<file path="config.mk">
export PLATFORM = sky130hd
export DESIGN_NAME = rc_receiver_frame_decoder_top
export DESIGN_NICKNAME = d
export VERILOG_FILES = /design/src/sv/rcfd_pkg.sv /design/src/sv/rc_receiver_frame_decoder_top.sv /design/src/sv/rcfd_ram.sv /design/src/sv/rcfd_queue.sv /design/src/sv/rcfd_front.sv /design/src/sv/rcfd_back.sv
export VERILOG_INCLUDE_DIRS = /design/src /design/src/sv
export SDC_FILE = /design/constraint.sdc
export NUM_CORES = 1
export LEC_CHECK = 0
export ABC_AREA = 1
export BUFFER_PORTS_ARGS = -buffer_cell sky130_fd_sc_hd__buf_4
export CAP_MARGIN = 25
export CORE_ASPECT_RATIO = 1.5
export CORE_MARGIN = 4
export CORE_UTILIZATION = 55
export DETAILED_ROUTE_END_ITERATION = 7
export PLACE_DENSITY = 0.8
export SLEW_MARGIN = 20
export SYNTH_ARGS = -nofsm -noshare
export SYNTH_HDL_FRONTEND = slang
export SYNTH_HIERARCHICAL = 1
export SYNTH_SLANG_ARGS = --single-unit
</file>
<file path="constraint.sdc">
create_clock -name clk -period 6.6 [get_ports clk]
set_clock_uncertainty 0.15 [all_clocks]
set_input_delay 1.32 -clock clk [delete_from_list [all_inputs] [get_ports clk]]
set_output_delay 1.32 -clock clk [all_outputs]
set_load 0.05 [all_outputs]
</file>
<file path="src/sv/rc_receiver_frame_decoder_top_assert.svh">
// Assertion macros for the RC receiver frame decoder.
// Used by the top level; expects clk and rst_n in scope.
`ifndef RC_RECEIVER_FRAME_DECODER_TOP_ASSERT_SVH
`define RC_RECEIVER_FRAME_DECODER_TOP_ASSERT_SVH

// same-cycle implication, off during reset
`define RCFD_ASSERT_IMP(label, ante, cons, msg) \
    label: assert property (@(posedge clk) disable iff (!rst_n) (ante) |-> (cons)) \
        else $error(msg);

// next-cycle implication, off during reset
`define RCFD_ASSERT_NEXT(label, ante, cons, msg) \
    label: assert property (@(posedge clk) disable iff (!rst_n) (ante) |=> (cons)) \
        else $error(msg);

`endif

</file>
<file path="src/sv/rcfd_pkg.sv">
// Shared types and constants for the RC receiver frame decoder.
// No dependencies.
package rcfd_pkg;

    localparam logic [7:0] HDR_SYNC = 8'h20;
    localparam logic [7:0] HDR_TYPE = 8'h40;

    localparam int STORE_DEPTH = 32;
    localparam int STORE_AW    = 5;
    localparam int HALF_DEPTH  = STORE_DEPTH / 2;
    localparam int HALF_AW     = STORE_AW - 1;

    localparam logic [3:0]  NARROW_CHANNELS = 4'd4;
    localparam logic [16:0] CENTER_NARROW   = 17'd1500;
    localparam logic [16:0] CENTER_WIDE     = 17'd1000;
    localparam logic [16:0] SPAN_NARROW     = 17'd500;
    localparam logic [16:0] SPAN_WIDE       = 17'd1000;
    localparam logic [14:0] Q_ONE           = 15'd16384;
    // ceil(2^28 / 125): exact floor division for numerators below 2^21
    localparam logic [21:0] RECIP_125       = 22'd2147484;
    localparam int          RECIP_SHIFT     = 28;

    typedef enum logic [1:0] {
        REG_LINK_SW  = 2'd0,
        REG_RESYNC   = 2'd1,
        REG_DISCONN  = 2'd2
    } cfg_reg_t;

    typedef enum logic [1:0] {
        PH_HUNT = 2'd0,
        PH_TYPE = 2'd1,
        PH_BODY = 2'd2
    } sync_phase_t;

    typedef enum logic [1:0] {
        JOB_STATUS    = 2'd0,
        JOB_LINK_DROP = 2'd1,
        JOB_DECODE    = 2'd2
    } job_kind_t;

    typedef struct packed {
        logic      valid;
        job_kind_t kind;
    } job_slot_t;

    typedef struct packed {
        logic                en;
        logic [STORE_AW-1:0] addr;
        logic [7:0]          data;
    } store_wr_t;

    typedef enum logic [2:0] {
        BK_IDLE     = 3'd0,
        BK_LINK_RD  = 3'd1,
        BK_LINK_CHK = 3'd2,
        BK_CH_RD    = 3'd3,
        BK_CH_PREP  = 3'd4,
        BK_CH_MUL   = 3'd5,
        BK_CH_EMIT  = 3'd6
    } back_state_t;

endpackage

</file>
<file path="src/sv/rc_receiver_frame_decoder_top.sv">
// Top level of the RC receiver frame decoder: config registers, front end,
// job queue, frame store and back end. Depends on rcfd_pkg and the submodules.
//
//  port group   direction  handshake             payload
//  in           sink       in_valid / in_stall   cmd, data_byte
//  out          source     out_valid / out_stall kind, channel_index, raw_value,
//                                                scaled_value, link_connected, last
//  cfg          sink       cfg_valid / cfg_ready cfg_index, cfg_data
//
// A byte or tick is taken and queued in the same cycle; the back end loads its
// status beat into the result register, one beat per cycle while out_stall is low.
// A completed frame holds off input until its last channel is in the result
// register: the back end takes the job, reads and checks the link switch, then
// runs each channel through store read, prep, multiply and emit in the one shared
// scaler, and holds in emit while out_stall is high.
// Reset needs no clearing pass; the frame store is written before it is read.
// cfg_ready is always high; writes take effect on the next cycle.
module rc_receiver_frame_decoder_top import rcfd_pkg::*; #(
    parameter int NUM_CHANNELS = 14,
    parameter int FRAME_BYTES  = 32,
    parameter int QUEUE_DEPTH  = 4
) (
    input  logic               clk,
    input  logic               rst_n,
    input  logic               in_valid,
    output logic               in_stall,
    input  logic               cmd,
    input  logic [7:0]         data_byte,
    output logic               out_valid,
    input  logic               out_stall,
    output logic               kind,
    output logic [3:0]         channel_index,
    output logic [15:0]        raw_value,
    output logic signed [15:0] scaled_value,
    output logic               link_connected,
    output logic               last,
    input  logic               cfg_valid,
    output logic               cfg_ready,
    input  logic [1:0]         cfg_index,
    input  logic [15:0]        cfg_data
);

`include "rc_receiver_frame_decoder_top_assert.svh"

    logic [3:0]  link_sw_reg;
    logic [15:0] resync_reg;
    logic [15:0] disconn_reg;

    logic               q_full;
    logic               q_push;
    job_kind_t          q_job;
    logic               q_pop;
    job_slot_t          q_head;
    store_wr_t          store_wr;
    logic               decode_done;
    logic               decode_busy;
    logic [HALF_AW-1:0] rd_addr;
    logic [7:0]         rd_even;
    logic [7:0]         rd_odd;

    logic               status_clean;
    logic               scaled_in_range;

    assign cfg_ready = 1'b1;

    always_ff @(posedge clk or negedge rst_n)
    begin
        if (!rst_n)
        begin
            link_sw_reg <= 4'd7;
            resync_reg  <= 16'd10;
            disconn_reg <= 16'd100;
        end
        else if (cfg_valid && cfg_ready)
        begin
            case (cfg_reg_t'(cfg_index))
                REG_LINK_SW: link_sw_reg <= cfg_data[3:0];
                REG_RESYNC:  resync_reg  <= cfg_data;
                REG_DISCONN: disconn_reg <= cfg_data;
                default:     link_sw_reg <= link_sw_reg;
            endcase
        end
    end

    rcfd_front #(
        .FRAME_BYTES (FRAME_BYTES)
    ) u_front (
        .clk                   (clk),
        .rst_n                 (rst_n),
        .in_valid              (in_valid),
        .in_stall              (in_stall),
        .cmd                   (cmd),
        .data_byte             (data_byte),
        .resync_timeout_ms     (resync_reg),
        .disconnect_timeout_ms (disconn_reg),
        .q_full                (q_full),
        .q_push                (q_push),
        .q_job                 (q_job),
        .store_wr              (store_wr),
        .decode_done           (decode_done),
        .decode_busy           (decode_busy)
    );

    rcfd_queue #(
        .DEPTH (QUEUE_DEPTH)
    ) u_queue (
        .clk    (clk),
        .rst_n  (rst_n),
        .push   (q_push),
        .job_in (q_job),
        .pop    (q_pop),
        .full   (q_full),
        .head   (q_head)
    );

    // even bytes and odd bytes in separate banks: one channel word per read
    rcfd_ram #(
        .WIDTH (8),
        .DEPTH (HALF_DEPTH)
    ) u_store_even (
        .clk   (clk),
        .we    (store_wr.en && !store_wr.addr[0]),
        .waddr (store_wr.addr[STORE_AW-1:1]),
        .wdata (store_wr.data),
        .raddr (rd_addr),
        .rdata (rd_even)
    );

    rcfd_ram #(
        .WIDTH (8),
        .DEPTH (HALF_DEPTH)
    ) u_store_odd (
        .clk   (clk),
        .we    (store_wr.en && store_wr.addr[0]),
        .waddr (store_wr.addr[STORE_AW-1:1]),
        .wdata (store_wr.data),
        .raddr (rd_addr),
        .rdata (rd_odd)
    );

    rcfd_back #(
        .NUM_CHANNELS (NUM_CHANNELS)
    ) u_back (
        .clk                 (clk),
        .rst_n               (rst_n),
        .head                (q_head),
        .q_pop               (q_pop),
        .link_switch_channel (link_sw_reg),
        .rd_addr             (rd_addr),
        .rd_even             (rd_even),
        .rd_odd              (rd_odd),
        .decode_done         (decode_done),
        .out_valid           (out_valid),
        .out_stall           (out_stall),
        .kind                (kind),
        .channel_index       (channel_index),
        .raw_value           (raw_value),
        .scaled_value        (scaled_value),
        .link_connected      (link_connected),
        .last                (last)
    );

    assign status_clean    = last && (channel_index == 4'd0) && (raw_value == 16'd0)
                             && (scaled_value == 16'sd0);
    assign scaled_in_range = (scaled_value <= 16'sd16384) && (scaled_value >= -16'sd16384);

    `RCFD_ASSERT_IMP(a_store_frozen, decode_busy, in_stall, "input taken while frame is decoding")
    `RCFD_ASSERT_IMP(a_status_shape, out_valid && !kind, status_clean, "malformed status beat")
    `RCFD_ASSERT_IMP(a_scaled_range, out_valid && kind, scaled_in_range, "scaled value out of range")
    `RCFD_ASSERT_NEXT(a_done_releases, decode_done, !decode_busy, "frame store not released")

endmodule

</file>
<file path="src/sv/rcfd_ram.sv">
// Generic single-write, single-read RAM with registered read data.
// No dependencies.
module rcfd_ram #(
    parameter int WIDTH = 8,
    parameter int DEPTH = 16
) (
    input  logic                     clk,
    input  logic                     we,
    input  logic [$clog2(DEPTH)-1:0] waddr,
    input  logic [WIDTH-1:0]         wdata,
    input  logic [$clog2(DEPTH)-1:0] raddr,
    output logic [WIDTH-1:0]         rdata
);

    logic [WIDTH-1:0] mem [DEPTH];
    logic [WIDTH-1:0] rdata_reg;

    always_ff @(posedge clk)
    begin
        if (we)
        begin
            mem[waddr] <= wdata;
        end
        rdata_reg <= mem[raddr];
    end

    assign rdata = rdata_reg;

endmodule

</file>
<file path="src/sv/rcfd_queue.sv">
// Job queue between the byte front end and the result back end.
// Depends on rcfd_pkg.
module rcfd_queue import rcfd_pkg::*; #(
    parameter int DEPTH = 4
) (
    input  logic      clk,
    input  logic      rst_n,
    input  logic      push,
    input  job_kind_t job_in,
    input  logic      pop,
    output logic      full,
    output job_slot_t head
);

    localparam int AW = (DEPTH > 1) ? $clog2(DEPTH) : 1;
    localparam int CW = $clog2(DEPTH + 1);
    localparam logic [AW-1:0] LAST_SLOT = AW'(DEPTH - 1);

    job_kind_t         slot_reg [DEPTH];
    logic [AW-1:0]     wr_ptr_reg, wr_ptr_next;
    logic [AW-1:0]     rd_ptr_reg, rd_ptr_next;
    logic [CW-1:0]     count_reg, count_next;

    always_comb
    begin
        wr_ptr_next = wr_ptr_reg;
        rd_ptr_next = rd_ptr_reg;
        count_next  = count_reg;
        if (push)
        begin
            wr_ptr_next = (wr_ptr_reg == LAST_SLOT) ? '0 : wr_ptr_reg + AW'(1);
        end
        if (pop)
        begin
            rd_ptr_next = (rd_ptr_reg == LAST_SLOT) ? '0 : rd_ptr_reg + AW'(1);
        end
        if (push && !pop)
        begin
            count_next = count_reg + CW'(1);
        end
        else if (pop && !push)
        begin
            count_next = count_reg - CW'(1);
        end
    end

    always_ff @(posedge clk or negedge rst_n)
    begin
        if (!rst_n)
        begin
            wr_ptr_reg <= '0;
            rd_ptr_reg <= '0;
            count_reg  <= '0;
        end
        else
        begin
            wr_ptr_reg <= wr_ptr_next;
            rd_ptr_reg <= rd_ptr_next;
            count_reg  <= count_next;
        end
    end

    always_ff @(posedge clk)
    begin
        if (push)
        begin
            slot_reg[wr_ptr_reg] <= job_in;
        end
    end

    assign full       = (count_reg == CW'(DEPTH));
    assign head.valid = (count_reg != '0);
    assign head.kind  = slot_reg[rd_ptr_reg];

endmodule

</file>
<file path="src/sv/rcfd_front.sv">
// Front end: takes bytes and ticks, tracks frame sync and idle time,
// writes the frame store and queues one job per input. Depends on rcfd_pkg.
module rcfd_front import rcfd_pkg::*; #(
    parameter int FRAME_BYTES = 32
) (
    input  logic        clk,
    input  logic        rst_n,
    input  logic        in_valid,
    output logic        in_stall,
    input  logic        cmd,
    input  logic [7:0]  data_byte,
    input  logic [15:0] resync_timeout_ms,
    input  logic [15:0] disconnect_timeout_ms,
    input  logic        q_full,
    output logic        q_push,
    output job_kind_t   q_job,
    output store_wr_t   store_wr,
    input  logic        decode_done,
    output logic        decode_busy
);

    localparam logic [5:0] END_POS = 6'(FRAME_BYTES);

    sync_phase_t phase_reg, phase_next;
    logic [5:0]  pos_reg, pos_next;
    logic [15:0] idle_reg, idle_next;
    logic        busy_reg, busy_next;

    logic        accept;
    logic [15:0] idle_inc;
    logic [5:0]  pos_inc;

    assign accept   = in_valid && !in_stall;
    assign in_stall = q_full || busy_reg;
    assign idle_inc = (idle_reg == 16'hFFFF) ? idle_reg : idle_reg + 16'd1;
    assign pos_inc  = pos_reg + 6'd1;

    // sync state, position and idle counter
    always_comb
    begin
        phase_next = phase_reg;
        pos_next   = pos_reg;
        idle_next  = idle_reg;
        if (accept)
        begin
            if (cmd)
            begin
                idle_next = idle_inc;
                if (idle_inc > resync_timeout_ms)
                begin
                    phase_next = PH_HUNT;
                    pos_next   = '0;
                end
            end
            else
            begin
                idle_next = '0;
                case (phase_reg)
                    PH_TYPE:
                    begin
                        if (data_byte == HDR_TYPE)
                        begin
                            phase_next = PH_BODY;
                            pos_next   = 6'd2;
                        end
                        else
                        begin
                            phase_next = PH_HUNT;
                        end
                    end
                    PH_BODY:
                    begin
                        pos_next = pos_inc;
                        if (pos_inc >= END_POS)
                        begin
                            phase_next = PH_HUNT;
                            pos_next   = '0;
                        end
                    end
                    default:
                    begin
                        if (data_byte == HDR_SYNC)
                        begin
                            phase_next = PH_TYPE;
                            pos_next   = 6'd1;
                        end
                        else
                        begin
                            phase_next = PH_HUNT;
                        end
                    end
                endcase
            end
        end
    end

    // queue push, job kind and store write
    always_comb
    begin
        q_push        = accept;
        q_job         = JOB_STATUS;
        store_wr.en   = 1'b0;
        store_wr.addr = pos_reg[STORE_AW-1:0];
        store_wr.data = data_byte;
        if (accept)
        begin
            if (cmd)
            begin
                if (idle_inc > disconnect_timeout_ms)
                begin
                    q_job = JOB_LINK_DROP;
                end
            end
            else
            begin
                case (phase_reg)
                    PH_TYPE:
                    begin
                        store_wr.en   = (data_byte == HDR_TYPE);
                        store_wr.addr = STORE_AW'(1);
                    end
                    PH_BODY:
                    begin
                        store_wr.en = 1'b1;
                        if (pos_inc >= END_POS)
                        begin
                            q_job = JOB_DECODE;
                        end
                    end
                    default:
                    begin
                        store_wr.en   = (data_byte == HDR_SYNC);
                        store_wr.addr = '0;
                    end
                endcase
            end
        end
    end

    // store stays frozen until the back end has read the whole frame
    always_comb
    begin
        busy_next = busy_reg;
        if (q_push && q_job == JOB_DECODE)
        begin
            busy_next = 1'b1;
        end
        else if (decode_done)
        begin
            busy_next = 1'b0;
        end
    end

    always_ff @(posedge clk or negedge rst_n)
    begin
        if (!rst_n)
        begin
            phase_reg <= PH_HUNT;
            pos_reg   <= '0;
            idle_reg  <= '0;
            busy_reg  <= 1'b0;
        end
        else
        begin
            phase_reg <= phase_next;
            pos_reg   <= pos_next;
            idle_reg  <= idle_next;
            busy_reg  <= busy_next;
        end
    end

    assign decode_busy = busy_reg;

endmodule

</file>
<file path="src/sv/rcfd_back.sv">
// Back end: runs queued jobs, owns the link flag, reads channel words
// from the frame store, scales them and drives the result register.
// Depends on rcfd_pkg.
module rcfd_back import rcfd_pkg::*; #(
    parameter int NUM_CHANNELS = 14
) (
    input  logic                clk,
    input  logic                rst_n,
    input  job_slot_t           head,
    output logic                q_pop,
    input  logic [3:0]          link_switch_channel,
    output logic [HALF_AW-1:0]  rd_addr,
    input  logic [7:0]          rd_even,
    input  logic [7:0]          rd_odd,
    output logic                decode_done,
    output logic                out_valid,
    input  logic                out_stall,
    output logic                kind,
    output logic [3:0]          channel_index,
    output logic [15:0]         raw_value,
    output logic signed [15:0]  scaled_value,
    output logic                link_connected,
    output logic                last
);

    localparam logic [3:0] LAST_CH  = 4'(NUM_CHANNELS - 1);
    localparam logic [3:0] NUM_CH_L = 4'(NUM_CHANNELS);

    back_state_t state_reg, state_next;

    logic        link_reg, link_next;
    logic [3:0]  ch_reg, ch_next;
    logic        out_valid_reg;

    logic [15:0] raw_reg;
    logic        neg_reg;
    logic        clamp_reg;
    logic [21:0] num_reg;
    logic [43:0] prod_reg;

    logic        kind_reg;
    logic [3:0]  ch_out_reg;
    logic [15:0] raw_out_reg;
    logic [15:0] scaled_reg;
    logic        link_out_reg;
    logic        last_reg;

    logic        out_free;
    logic        load_status;
    logic        load_chan;
    logic [15:0] word;
    logic        narrow;
    logic [16:0] diff;
    logic [16:0] mag;
    logic [14:0] quot;
    logic [14:0] mag_q;
    logic [15:0] scaled;
    logic [16:0] sw_center;
    logic        sw_live;

    assign out_free = !out_valid_reg || !out_stall;
    assign word     = {rd_odd, rd_even};

    // next state
    always_comb
    begin
        state_next = state_reg;
        case (state_reg)
            BK_IDLE:
            begin
                if (head.valid && head.kind == JOB_DECODE)
                begin
                    state_next = BK_LINK_RD;
                end
            end
            BK_LINK_RD:  state_next = BK_LINK_CHK;
            BK_LINK_CHK: state_next = BK_CH_RD;
            BK_CH_RD:    state_next = BK_CH_PREP;
            BK_CH_PREP:  state_next = BK_CH_MUL;
            BK_CH_MUL:   state_next = BK_CH_EMIT;
            BK_CH_EMIT:
            begin
                if (out_free)
                begin
                    state_next = (ch_reg == LAST_CH) ? BK_IDLE : BK_CH_RD;
                end
            end
            default:     state_next = BK_IDLE;
        endcase
    end

    // control outputs
    always_comb
    begin
        q_pop       = 1'b0;
        load_status = 1'b0;
        load_chan   = 1'b0;
        rd_addr     = HALF_AW'(ch_reg + 4'd1);
        case (state_reg)
            BK_IDLE:
            begin
                if (head.valid)
                begin
                    if (head.kind == JOB_DECODE)
                    begin
                        q_pop = 1'b1;
                    end
                    else if (out_free)
                    begin
                        q_pop       = 1'b1;
                        load_status = 1'b1;
                    end
                end
            end
            BK_LINK_RD:
            begin
                rd_addr = HALF_AW'(link_switch_channel + 4'd1);
            end
            BK_CH_EMIT:
            begin
                load_chan = out_free;
            end
            default:
            begin
                q_pop = 1'b0;
            end
        endcase
    end

    assign decode_done = load_chan && (ch_reg == LAST_CH);

    // a scaled value is zero exactly when the word sits on its center
    assign sw_center = (link_switch_channel < NARROW_CHANNELS) ? CENTER_NARROW : CENTER_WIDE;
    assign sw_live   = (link_switch_channel < NUM_CH_L) && ({1'b0, word} != sw_center);

    always_comb
    begin
        link_next = link_reg;
        if (load_status && head.kind == JOB_LINK_DROP)
        begin
            link_next = 1'b0;
        end
        else if (state_reg == BK_LINK_CHK)
        begin
            link_next = sw_live;
        end
    end

    always_comb
    begin
        ch_next = ch_reg;
        if (state_reg == BK_LINK_CHK)
        begin
            ch_next = '0;
        end
        else if (load_chan)
        begin
            ch_next = ch_reg + 4'd1;
        end
    end

    // scaling: |d| * 2^k / 125, k = 12 for narrow channels, 11 otherwise
    assign narrow = (ch_reg < NARROW_CHANNELS);
    assign diff   = narrow ? (CENTER_NARROW - {1'b0, word}) : ({1'b0, word} - CENTER_WIDE);
    assign mag    = diff[16] ? (17'd0 - diff) : diff;
    assign quot   = prod_reg[RECIP_SHIFT +: 15];
    assign mag_q  = clamp_reg ? Q_ONE : quot;
    assign scaled = neg_reg ? (16'd0 - {1'b0, mag_q}) : {1'b0, mag_q};

    always_ff @(posedge clk or negedge rst_n)
    begin
        if (!rst_n)
        begin
            state_reg     <= BK_IDLE;
            link_reg      <= 1'b0;
            ch_reg        <= '0;
            out_valid_reg <= 1'b0;
        end
        else
        begin
            state_reg <= state_next;
            link_reg  <= link_next;
            ch_reg    <= ch_next;
            if (load_status || load_chan)
            begin
                out_valid_reg <= 1'b1;
            end
            else if (!out_stall)
            begin
                out_valid_reg <= 1'b0;
            end
        end
    end

    always_ff @(posedge clk)
    begin
        if (state_reg == BK_CH_PREP)
        begin
            raw_reg   <= word;
            neg_reg   <= diff[16];
            clamp_reg <= (mag >= (narrow ? SPAN_NARROW : SPAN_WIDE));
            num_reg   <= narrow ? {mag[9:0], 12'd0} : {1'b0, mag[9:0], 11'd0};
        end
        if (state_reg == BK_CH_MUL)
        begin
            prod_reg <= num_reg * RECIP_125;
        end
        if (load_status)
        begin
            kind_reg     <= 1'b0;
            ch_out_reg   <= '0;
            raw_out_reg  <= '0;
            scaled_reg   <= '0;
            link_out_reg <= link_next;
            last_reg     <= 1'b1;
        end
        else if (load_chan)
        begin
            kind_reg     <= 1'b1;
            ch_out_reg   <= ch_reg;
            raw_out_reg  <= raw_reg;
            scaled_reg   <= scaled;
            link_out_reg <= link_reg;
            last_reg     <= (ch_reg == LAST_CH);
        end
    end

    assign out_valid      = out_valid_reg;
    assign kind           = kind_reg;
    assign channel_index  = ch_out_reg;
    assign raw_value      = raw_out_reg;
    assign scaled_value   = scaled_reg;
    assign link_connected = link_out_reg;
    assign last           = last_reg;

endmodule

</file>
==> out/results.txt <==
H-tree level count: 2
Fin. Hold Viols: 0
Nets: 3081
Number of synthesized flops with an enable pin: 309
CTS clk-pin slew, worst paths: 0.06 ns
Num CTS Buffers: 41
Status: complete, no violations
Global-route wire length before repair: 93070 um
Worst min path class: flop to flop
DRC Markers: 0
Clk_lat worst skew: 0.58 ns
Die Wd: 182.0 um
Yosys top cell by area: edfxtp_1
Resize count post-CTS: 0
I/O pins: 74
First DRT Iteration DRCs: 1520
Final WL: 57690 um
DR pass1 iterations: 6
Layout cell share with drive strength beyond 1: 7.247%
Post-detail-place hpwl: 40830 um
Max-slew violation count: 0
Post-Route Setup TNS: 0 ns
Top flop regs: u_store_even/mem: 128 flops, u_store_odd/mem: 128 flops
Routability cong.: 0.9338
GRT Total Usage: 23.34%
Max Cap Viol: 0
Vias: 18759
Post-synth top flop: edfxtp_1
Number of global-route vias before repair: 18643
Clk sink count: 440
Most frequent cells in the layout: 785 x nand2_1, 450 x inv_1, 309 x edfxtp_1
Kind of critical path: flop to flop
Unrepaired setup endpoints after global routing: false
Ys Warns: 6
Gr ovfl total: 0
Die area: 48950 sq um
CTS max path bufs: 3
Final setup violation count: 0
Crit path time final: 5.331 ns
Post-synth ARST share: 17.50%
CP max FO: 6
Syn_area_per_cell: 8.896 sq um
DP Cell Count: 3376
Initial core utilization: 55.73%
Post-DRT Antenna Nets: 0
Yosys top cell area share: 37.16%
Worst Path Arrival: 5.49 ns
Layout area overhead: 8.192%
Core footprint: 44810 sq um
Pin count of the biggest net entering global routing: 89
Wire per inst: 16.71 um
Syn nets: 3050
Maximum clock rate: 187.6 MHz
Seq/Total Area, Yosys: 49.24%
Vias/cell: 5.434
Post-Syn Area: 24970 sq um
Antenna cells: 0
CTS Hold Bufs: 0
Final non-filler cell total: 3452
Root buffer cell: clkbuf_16
CTS tree: done
# fillers: 3744
Commonest non-fill, non-tap cell in the layout: nand2_1
Die Y: 269.0 um
Post-CTS Setup Bufs: 0
Synth unique cells: 58
Tcrit/Tclk final: 80.77%
Normalized max-slew margin: 33.75%
IO Port Bufs: 72
Worst Setup End Kind: flop
CP Launch Type: flop
Initial antenna violation count: 1
# rows: 95
Syn Inst Count: 2807
Worst Max-Slew Pin Slew: 0.9913 ns
Top cells by area, synth: edfxtp_1 37%, nand2_1 12%, ha_1 9.0%
Flops & latches, synth: 440
Worst EP required: 6.75 ns
[worst max-delay path, stage by stage, from the launching register on]
cell      delay (ns)
edfxtp_1        0.52
ha_1            0.34
ha_1            0.18
inv_1           0.07
fa_1            0.53
inv_1           0.04
ha_1            0.27
inv_1           0.05
fa_1            0.55
inv_1           0.05
ha_1            0.29
ha_1            0.30
ha_1            0.35
nand2_1         0.14
nor4_1          0.39
nand4_1         0.14
nand3_1         0.21
nand2_1         0.08
o211ai_1        0.14
a21oi_1         0.12
xor2_1          0.15
[metrics by stage]
| stage | worst slack, ns | cell area (sq um) | utilization, % | hold slack, ns |
|---|---|---|---|---|
| after floorplan | 1.821 | 24970 | - | 0.2529 |
| after global placement | 1.405 | 25680 | 57.30 | 0.3047 |
| after detailed placement | 1.329 | 25680 | 57.30 | 0.3059 |
| after CTS | 1.294 | 26990 | 60.23 | 0.3161 |
| after global routing | 1.079 | 27020 | 60.29 | 0.3283 |
| final | 1.269 | 27020 | 60.29 | 0.3157 |
[metal layers]
metal  vias to the layer above  wire [um]  global-route usage (%)
met2                       576      29760                   42.58
li1                       9190          -                       -
met5                         -         13                       0
met3                       179       2788                   2.996
met4                         2       3034                   11.49
met1                      8812      22090                   27.08
[cell families after synthesis]
group           after synthesis  synth area share, %
flops                       440                49.24
other cells                   1              0.01502
simple gates               1344                23.08
buf+inv                     561                9.725
fa+ha+maj                   211                11.53
xor+xnor                     47                1.679
compound gates              201                4.645
mux                           2              0.08017
[cells in the mapped netlist, drive strengths merged, types with 6 or more instances]
master	number
o211ai	9
nor3	18
dfstp	8
buf	80
nand4	53
o21ai	73
dfxtp	54
nand3b	11
ha	179
o21a	6
clkbuf	15
inv	464
nor4	6
edfxtp	309
nand2	792
a21oi	84
dfrtp	69
nor2	168
nand3	292
xor2	38
xnor2	9
fa	32
[final timing paths]
| check | depth (start not counted) | slack [ns] | startpoint | to |
|---|---|---|---|---|
| setup / recovery | 20 | 1.27 | u_back/num_reg[13] | u_back/prod_reg[41] |
| hold / removal | 2 | 0.32 | disconn_reg[2] | disconn_reg[2] |
| setup reg to reg | 20 | 1.27 | u_back/num_reg[13] | u_back/prod_reg[41] |
| hold reg to reg | 2 | 0.32 | disconn_reg[2] | disconn_reg[2] |
| max in group asynchronous | 1 | 5.17 | rst_n | u_back/ch_reg[1] |
| min in group asynchronous | 1 | 0.61 | rst_n | u_front/phase_reg[1] |
[area by class of cell]
type | count | area [sq um] | area share (%)
Multi-Input combinational cell | 1806 | 10280 | 38.04
Clock inverter | 26 | 239.0 | 0.8845
Timing Repair Buffer | 83 | 639.4 | 2.367
Inverter | 466 | 1758 | 6.507
Tap cell | 582 | 728.2 | 2.695
Clock buffer | 49 | 1077 | 3.987
Sequential cell | 440 | 12300 | 45.51
Power is left out: the tool's default activity adds up to more than one toggle a clock period on the data nets, which glitch-free logic cannot reach.
